<file path="config.mk">
export PLATFORM = sky130hd
export DESIGN_NAME = radix_digit_emitter
export DESIGN_NICKNAME = d
export VERILOG_FILES = /design/src/rde_pkg.sv /design/src/rde_front.sv /design/src/rde_queue.sv /design/src/rde_back.sv /design/src/radix_digit_emitter.sv
export SDC_FILE = /design/constraint.sdc
export NUM_CORES = 2
export LEC_CHECK = 0
export BUFFER_PORTS_ARGS = -buffer_cell sky130_fd_sc_hd__clkbuf_2
export CAP_MARGIN = 30
export CORE_MARGIN = 2
export CORE_UTILIZATION = 60
export CTS_BUF_LIST = sky130_fd_sc_hd__clkbuf_4 sky130_fd_sc_hd__clkbuf_8
export CTS_CLUSTER_SIZE = 30
export DETAILED_ROUTE_END_ITERATION = 8
export PLACE_DENSITY = 0.76
export SYNTH_ARGS = -nofsm -noshare
export SYNTH_HDL_FRONTEND = slang
export SYNTH_SLANG_ARGS = --single-unit
</file>
<file path="constraint.sdc">
create_clock -name aclk -period 29.8 [get_ports aclk]
set_clock_uncertainty 0.05 [all_clocks]
set_input_delay 2.98 -clock aclk [delete_from_list [all_inputs] [get_ports aclk]]
set_output_delay 2.98 -clock aclk [all_outputs]
set_load 0.005 [all_outputs]
</file>
<file path="src/rde_pkg.sv">
// Shared types, constants and helpers for the radix digit emitter.
package rde_pkg;

    localparam int NUM_W       = 32;
    localparam int SYM_NUM     = 16;
    localparam int SYM_W       = 8;
    localparam int DIG_W       = $clog2(SYM_NUM);
    localparam int CNT_W       = 5;
    localparam int CFG_W       = 64;
    localparam int IDX_W       = 2;
    localparam int STACK_DEPTH = NUM_W;
    localparam int STACK_AW    = $clog2(STACK_DEPTH);
    localparam int DCNT_W      = $clog2(STACK_DEPTH + 1);
    localparam int SLICE_W     = 8;
    localparam int SLICES      = NUM_W / SLICE_W;
    localparam int SLICE_CNT_W = $clog2(SLICES);

    localparam logic [IDX_W-1:0] REG_DIGIT_COUNT  = 2'd0;
    localparam logic [IDX_W-1:0] REG_SYMBOLS_LOW  = 2'd1;
    localparam logic [IDX_W-1:0] REG_SYMBOLS_HIGH = 2'd2;

    localparam logic [SYM_W-1:0] CH_PLUS  = 8'h2B;
    localparam logic [SYM_W-1:0] CH_MINUS = 8'h2D;

    typedef struct packed {
        logic [CNT_W-1:0]         digit_count;
        logic [SYM_NUM*SYM_W-1:0] symbols;
    } cfg_t;

    typedef struct packed {
        logic             neg;
        logic [NUM_W-1:0] mag;
    } job_t;

    typedef enum logic [1:0] {
        BK_IDLE,
        BK_DIV,
        BK_SIGN,
        BK_DIGIT
    } back_state_t;

    function automatic logic [SYM_W-1:0] symbol_at(input cfg_t cfg,
                                                   input logic [DIG_W-1:0] idx);
        return cfg.symbols[idx*SYM_W +: SYM_W];
    endfunction

endpackage

</file>
<file path="src/rde_front.sv">
// Front end: input stage, alphabet check, sign split and magnitude.
module rde_front import rde_pkg::*; (
    input  logic                    aclk,
    input  logic                    aresetn,
    input  cfg_t                    cfg,
    input  logic                    s_valid,
    output logic                    s_ready,
    input  logic signed [NUM_W-1:0] s_number,
    output logic                    job_valid,
    output job_t                    job,
    input  logic                    job_ready
);

    logic             ok_reg, ok_next;
    logic             stage_valid_reg;
    logic [NUM_W-1:0] stage_num_reg;
    logic             stage_free;
    logic [SYM_W-1:0] sym [SYM_NUM];

    always_comb begin
        for (int i = 0; i < SYM_NUM; i++) begin
            sym[i] = symbol_at(cfg, DIG_W'(i));
        end
        ok_next = (cfg.digit_count >= CNT_W'(2)) && (cfg.digit_count <= CNT_W'(SYM_NUM));
        for (int i = 0; i < SYM_NUM; i++) begin
            if (CNT_W'(i) < cfg.digit_count) begin
                if (sym[i] == CH_PLUS || sym[i] == CH_MINUS) begin
                    ok_next = 1'b0;
                end
                for (int j = i + 1; j < SYM_NUM; j++) begin
                    if (CNT_W'(j) < cfg.digit_count && sym[j] == sym[i]) begin
                        ok_next = 1'b0;
                    end
                end
            end
        end
    end

    // Drop the staged item when the alphabet is invalid.
    assign stage_free = !stage_valid_reg || !ok_reg || job_ready;
    assign s_ready    = stage_free;
    assign job_valid  = stage_valid_reg && ok_reg;
    assign job.neg    = stage_num_reg[NUM_W-1];
    assign job.mag    = stage_num_reg[NUM_W-1] ? (NUM_W'(0) - stage_num_reg) : stage_num_reg;

    always_ff @(posedge aclk) begin
        if (!aresetn) begin
            ok_reg          <= 1'b0;
            stage_valid_reg <= 1'b0;
        end else begin
            ok_reg <= ok_next;
            if (stage_free) begin
                stage_valid_reg <= s_valid;
            end
        end
    end

    always_ff @(posedge aclk) begin
        if (s_valid && stage_free) begin
            stage_num_reg <= $unsigned(s_number);
        end
    end

endmodule

</file>
<file path="src/rde_queue.sv">
// Two-entry job queue between front end and digit engine.
module rde_queue import rde_pkg::*; (
    input  logic aclk,
    input  logic aresetn,
    input  logic in_valid,
    output logic in_ready,
    input  job_t in_job,
    output logic out_valid,
    input  logic out_ready,
    output job_t out_job
);

    job_t       mem [2];
    logic       wr_ptr_reg;
    logic       rd_ptr_reg;
    logic [1:0] count_reg;
    logic       push;
    logic       pop;

    assign in_ready  = (count_reg != 2'd2);
    assign out_valid = (count_reg != 2'd0);
    assign out_job   = mem[rd_ptr_reg];
    assign push      = in_valid && in_ready;
    assign pop       = out_valid && out_ready;

    always_ff @(posedge aclk) begin
        if (!aresetn) begin
            wr_ptr_reg <= 1'b0;
            rd_ptr_reg <= 1'b0;
            count_reg  <= 2'd0;
        end else begin
            if (push) begin
                wr_ptr_reg <= !wr_ptr_reg;
            end
            if (pop) begin
                rd_ptr_reg <= !rd_ptr_reg;
            end
            if (push && !pop) begin
                count_reg <= count_reg + 2'd1;
            end else if (pop && !push) begin
                count_reg <= count_reg - 2'd1;
            end
        end
    end

    always_ff @(posedge aclk) begin
        if (push) begin
            mem[wr_ptr_reg] <= in_job;
        end
    end

endmodule

</file>
<file path="src/rde_back.sv">
// Digit engine: slice-serial division by the base, digit stack, byte emitter.
module rde_back import rde_pkg::*; (
    input  logic             aclk,
    input  logic             aresetn,
    input  cfg_t             cfg,
    input  logic             job_valid,
    output logic             job_ready,
    input  job_t             job,
    output logic             m_valid,
    input  logic             m_ready,
    output logic [SYM_W-1:0] m_out_char,
    output logic             m_last
);

    back_state_t            state_reg, state_next;
    logic [NUM_W-1:0]       quot_reg;
    logic [DIG_W-1:0]       rem_reg;
    logic [SLICE_CNT_W-1:0] slice_reg;
    logic                   neg_reg;
    logic [DCNT_W-1:0]      cnt_reg;
    logic [DIG_W-1:0]       stack [STACK_DEPTH];

    logic [SLICE_W-1:0]     top_bits;
    logic [SLICE_W-1:0]     qbits;
    logic [DIG_W-1:0]       div_rem;
    logic [DIG_W:0]         trial;
    logic [NUM_W-1:0]       div_quot;
    logic                   last_slice;
    logic [STACK_AW-1:0]    top_idx;

    // Restoring division over one byte of the dividend per cycle.
    always_comb begin
        top_bits = quot_reg[NUM_W-1 -: SLICE_W];
        div_rem  = rem_reg;
        qbits    = '0;
        trial    = '0;
        for (int k = 0; k < SLICE_W; k++) begin
            trial = {div_rem, top_bits[SLICE_W-1-k]};
            if (trial >= cfg.digit_count) begin
                qbits[SLICE_W-1-k] = 1'b1;
                div_rem = DIG_W'(trial - cfg.digit_count);
            end else begin
                div_rem = trial[DIG_W-1:0];
            end
        end
        div_quot = {quot_reg[NUM_W-SLICE_W-1:0], qbits};
    end

    assign last_slice = (slice_reg == SLICE_CNT_W'(SLICES - 1));
    assign top_idx    = STACK_AW'(cnt_reg - DCNT_W'(1));

    always_comb begin
        state_next = state_reg;
        unique case (state_reg)
            BK_IDLE: begin
                if (job_valid) begin
                    state_next = BK_DIV;
                end
            end
            BK_DIV: begin
                if (last_slice && div_quot == '0) begin
                    state_next = neg_reg ? BK_SIGN : BK_DIGIT;
                end
            end
            BK_SIGN: begin
                if (m_ready) begin
                    state_next = BK_DIGIT;
                end
            end
            BK_DIGIT: begin
                if (m_ready && cnt_reg == DCNT_W'(1)) begin
                    state_next = BK_IDLE;
                end
            end
            default: state_next = BK_IDLE;
        endcase
    end

    always_comb begin
        job_ready  = 1'b0;
        m_valid    = 1'b0;
        m_last     = 1'b0;
        m_out_char = symbol_at(cfg, stack[top_idx]);
        unique case (state_reg)
            BK_IDLE: begin
                job_ready = 1'b1;
            end
            BK_DIV: begin
            end
            BK_SIGN: begin
                m_valid    = 1'b1;
                m_out_char = CH_MINUS;
            end
            BK_DIGIT: begin
                m_valid = 1'b1;
                m_last  = (cnt_reg == DCNT_W'(1));
            end
            default: begin
            end
        endcase
    end

    always_ff @(posedge aclk) begin
        if (!aresetn) begin
            state_reg <= BK_IDLE;
            cnt_reg   <= '0;
        end else begin
            state_reg <= state_next;
            unique case (state_reg)
                BK_IDLE: begin
                    if (job_valid) begin
                        cnt_reg <= '0;
                    end
                end
                BK_DIV: begin
                    if (last_slice) begin
                        cnt_reg <= cnt_reg + DCNT_W'(1);
                    end
                end
                BK_SIGN: begin
                end
                BK_DIGIT: begin
                    if (m_ready) begin
                        cnt_reg <= cnt_reg - DCNT_W'(1);
                    end
                end
                default: begin
                end
            endcase
        end
    end

    always_ff @(posedge aclk) begin
        if (state_reg == BK_IDLE && job_valid) begin
            quot_reg  <= job.mag;
            rem_reg   <= '0;
            slice_reg <= '0;
            neg_reg   <= job.neg;
        end else if (state_reg == BK_DIV) begin
            quot_reg  <= div_quot;
            slice_reg <= slice_reg + SLICE_CNT_W'(1);
            rem_reg   <= last_slice ? '0 : div_rem;
        end
    end

    // Push digits least significant first; pop them in reverse.
    always_ff @(posedge aclk) begin
        if (state_reg == BK_DIV && last_slice) begin
            stack[cnt_reg[STACK_AW-1:0]] <= div_rem;
        end
    end

endmodule

</file>
<file path="src/radix_digit_emitter.sv">
// Radix digit emitter: signed integer to text in a configurable base.
//
// Input channel s_valid/s_ready carries one signed 32-bit s_number per
// transfer. Output channel m_valid/m_ready carries one byte per transfer on
// m_out_char; m_last marks the final byte of a number. A negative number
// starts with '-', then its magnitude follows most significant digit first.
// If the alphabet (digit_count symbols from symbols_low/high) has fewer
// than two or more than sixteen symbols, contains '+' or '-', or repeats a
// symbol, items are accepted and dropped without output.
// Configuration is a plain write port (cfg_wr_en, cfg_wr_index,
// cfg_wr_data); write it only while no item is in flight.
// The shared divider resolves one byte of the dividend per cycle, one
// digit per pass over all four bytes. Base 16 needs at most 8 digits,
// base 2 up to 32. A two-entry queue lets new numbers enter while the
// digit engine works or waits. A stalled receiver holds the current byte;
// the queue then fills and s_ready drops. Reset clears all configuration
// to zero (alphabet invalid) and empties the pipeline.
module radix_digit_emitter import rde_pkg::*; (
    input  logic                    aclk,
    input  logic                    aresetn,
    input  logic                    s_valid,
    output logic                    s_ready,
    input  logic signed [NUM_W-1:0] s_number,
    output logic                    m_valid,
    input  logic                    m_ready,
    output logic [SYM_W-1:0]        m_out_char,
    output logic                    m_last,
    input  logic                    cfg_wr_en,
    input  logic [IDX_W-1:0]        cfg_wr_index,
    input  logic [CFG_W-1:0]        cfg_wr_data
);

    logic [CNT_W-1:0] digit_count_reg;
    logic [CFG_W-1:0] symbols_low_reg;
    logic [CFG_W-1:0] symbols_high_reg;
    cfg_t             cfg;

    logic fr_valid, fr_ready;
    job_t fr_job;
    logic q_valid, q_ready;
    job_t q_job;

    always_ff @(posedge aclk) begin
        if (!aresetn) begin
            digit_count_reg  <= '0;
            symbols_low_reg  <= '0;
            symbols_high_reg <= '0;
        end else if (cfg_wr_en) begin
            unique case (cfg_wr_index)
                REG_DIGIT_COUNT:  digit_count_reg  <= cfg_wr_data[CNT_W-1:0];
                REG_SYMBOLS_LOW:  symbols_low_reg  <= cfg_wr_data;
                REG_SYMBOLS_HIGH: symbols_high_reg <= cfg_wr_data;
                default: begin
                end
            endcase
        end
    end

    assign cfg.digit_count = digit_count_reg;
    assign cfg.symbols     = {symbols_high_reg, symbols_low_reg};

    rde_front u_front (
        .aclk      (aclk),
        .aresetn   (aresetn),
        .cfg       (cfg),
        .s_valid   (s_valid),
        .s_ready   (s_ready),
        .s_number  (s_number),
        .job_valid (fr_valid),
        .job       (fr_job),
        .job_ready (fr_ready)
    );

    rde_queue u_queue (
        .aclk      (aclk),
        .aresetn   (aresetn),
        .in_valid  (fr_valid),
        .in_ready  (fr_ready),
        .in_job    (fr_job),
        .out_valid (q_valid),
        .out_ready (q_ready),
        .out_job   (q_job)
    );

    rde_back u_back (
        .aclk       (aclk),
        .aresetn    (aresetn),
        .cfg        (cfg),
        .job_valid  (q_valid),
        .job_ready  (q_ready),
        .job        (q_job),
        .m_valid    (m_valid),
        .m_ready    (m_ready),
        .m_out_char (m_out_char),
        .m_last     (m_last)
    );

endmodule

</file>
==> impl_metrics.json <==
{
  "cts_tree": "yes",
  "avgSynthCellArea_um2": 9.337,
  "rr_startpoint": "digit_count_reg[2]$_SDFFE_PN0P_",
  "postRouteAntennaNets": 0,
  "grt_max_degree": 76,
  "area_growth_pct": 9.189,
  "numCtsBuffers": 71,
  "final_layout_size_suffix_gt1_frac": 0.1464,
  "clock_path_buffers": 3,
  "drt_iter0_drc": 4197,
  "ys_ff_latch": 413,
  "worstMarginPinSlew_ns": 1.051,
  "required_ns": 30.32,
  "num_rows": 83,
  "netlist_instances": 3366,
  "grt_pass1_vias": 27600,
  "fmax_mhz": 68.62,
  "die_area_mm2": 0.05423,
  "worst_slack_ns": 15.23,
  "track_usage": 0.4408,
  "startpoint": "digit_count_reg[2]$_SDFFE_PN0P_",
  "largest_register_ffs": 128,
  "synth_edf_count": 259,
  "place_ws_ns": 15.41,
  "synthDistinctLibCells": 70,
  "wire_per_inst_um": 28.86,
  "layout_common_cells": "xnor2_1, xor2_1, nand2_1, edfxtp_1, a21oi_1",
  "cts_hold_buffers": 0,
  "ys_async_sr_fraction": 0,
  "seq_area_frac_synth": 0.3456,
  "dp_hpwl_um": 71030,
  "dieHeight_um": 232.9,
  "wl_met1_um": 41250,
  "crit_path_start_kind": "register",
  "endpoint_kind": "register",
  "synth_flop_cell": "edfxtp_1",
  "critPathMaxStageDelay_ns": 0.59,
  "wl_met3_um": 17020,
  "gp_congestion": 1.051,
  "synth.net_count": 3529,
  "synth_warnings": 0,
  "max_slew_margin": 0.2990,
  "routed_wl_um": 118500,
  "via_count": 28030,
  "period_needed_ns": 14.57,
  "crit_family": "compound AO/OA/AOI/OAI gates",
  "ff2ff_setup_slack_ns": 15.23,
  "cp_slowest_cell": "clkinv_1",
  "setup_tns_ns": 0,
  "outcome": "completed",
  "hold_class": "register to register",
  "setup_viol": 0,
  "finalHoldViolations": 0,
  "rsz0062_at_grt": "false",
  "cp_common_cell": "a21o_1",
  "numPortBuffers": 113,
  "cp_max_fo": 15,
  "wl_met2_um": 49800,
  "cts-root-buf": "clkbuf_8",
  "whs_ns": 0.4615,
  "drc": 0,
  "critPathArrivalTime_ns": 15.10,
  "post-route-util": 0.6662,
  "drt_pass1_iterations": 9,
  "fillCellCount": 4109,
  "io_pins": 114,
  "syn_area_mm2": 0.03143,
  "die_w_um": 232.9,
  "finalNetCount": 3532,
  "initial_core_util": 0.6101,
  "criticalPathCategory": "register to register",
  "grt-ovfl-total": 0,
  "path_clk_slew_ns": 0.06,
  "cts_resized": 0,
  "antenna_found_initial": 7,
  "fin_crit_sh": 0.4890,
  "postCtsSetupRepairBufs": 0,
  "hp-start": "u_queue.rd_ptr_reg$_SDFFE_PN0P_",
  "grt_pass1_wl_um": 175700,
  "crit_buf_inv": 7,
  "cap_viol_max_count": 0,
  "cts.htree.levels": 3,
  "final_common_cell": "xnor2_1",
  "via_per_inst": 6.825,
  "clock_sinks": 413,
  "core_area_mm2": 0.05151,
  "finalMaxSlewViolations": 0,
  "insertion_delay_ns": 0.70,
  "dr.max_layer_used": "met5"
}
==> per-layer routing <==
metal	global-route usage	up-vias
met5	0.001838	-
met4	0.2996	8
met3	0.1962	866
met2	0.6465	2285
met1	0.5174	13180
li1	-	11690
==> cells in the mapped netlist (all sizes together) (24+ instances only) <==
library cell,number,area share
a21o,24,0.0057
a21oi,183,0.029
a31oi,44,0.0088
buf,128,0.018
clkbuf,222,0.027
dfxtp,154,0.098
edfxtp,259,0.25
ha,52,0.021
inv,50,0.0060
mux2,41,0.015
mux2i,103,0.033
mux4,36,0.026
nand2,322,0.039
nand3,36,0.0057
nand4,166,0.033
nor2,88,0.011
nor3,80,0.013
nor4,109,0.022
o21ai,63,0.010
xnor2,693,0.19
xor2,328,0.091
==> through the flow <==
step,std cells,instance area [um^2]
4_1_cts,4096,34220
3_5_place_dp,3970,32760
5_1_grt,4102,34300
2_1_floorplan,3366,31430
6_report,4107,34320
3_3_place_gp,3967,32740
==> path summary, 6_finish.rpt <==
kind | endpoint | cells past startpoint
min reg2reg | register | 2
min | register | 2
max reg2reg | u_back.state_reg[0]$_SDFFE_PN0P_ | 62
max | u_back.state_reg[0]$_SDFFE_PN0P_ | 62
==> logic make-up after synthesis <==
group,share of synthesized area
compound gates,0.07712
xor+xnor,0.2845
fa+ha+maj,0.02580
buf+inv,0.05040
flops,0.3456
mux,0.07341
simple gates,0.1432
==> tightest hold or removal path: stages (launching register included) <==
cell and delay [ns]:
dfxtp_1 0.32, xnor2_1 0.08, nor2_1 0.07
==> area by class of cell <==
class / instances / area (um^2) / area share
Antenna cell: 5 / 12.51 / 0.0003646
Clock buffer: 93 / 1174 / 0.03420
Clock inverter: 33 / 280.3 / 0.008167
Inverter: 53 / 201.4 / 0.005870
Multi-Input combinational cell: 2550 / 19070 / 0.5559
Sequential cell: 413 / 10860 / 0.3166
Tap cell: 680 / 850.8 / 0.02479
Timing Repair Buffer: 280 / 1859 / 0.05418
Power is not shown: default switching activity piles up to over one toggle a cycle in this logic, so the estimate is an artifact.
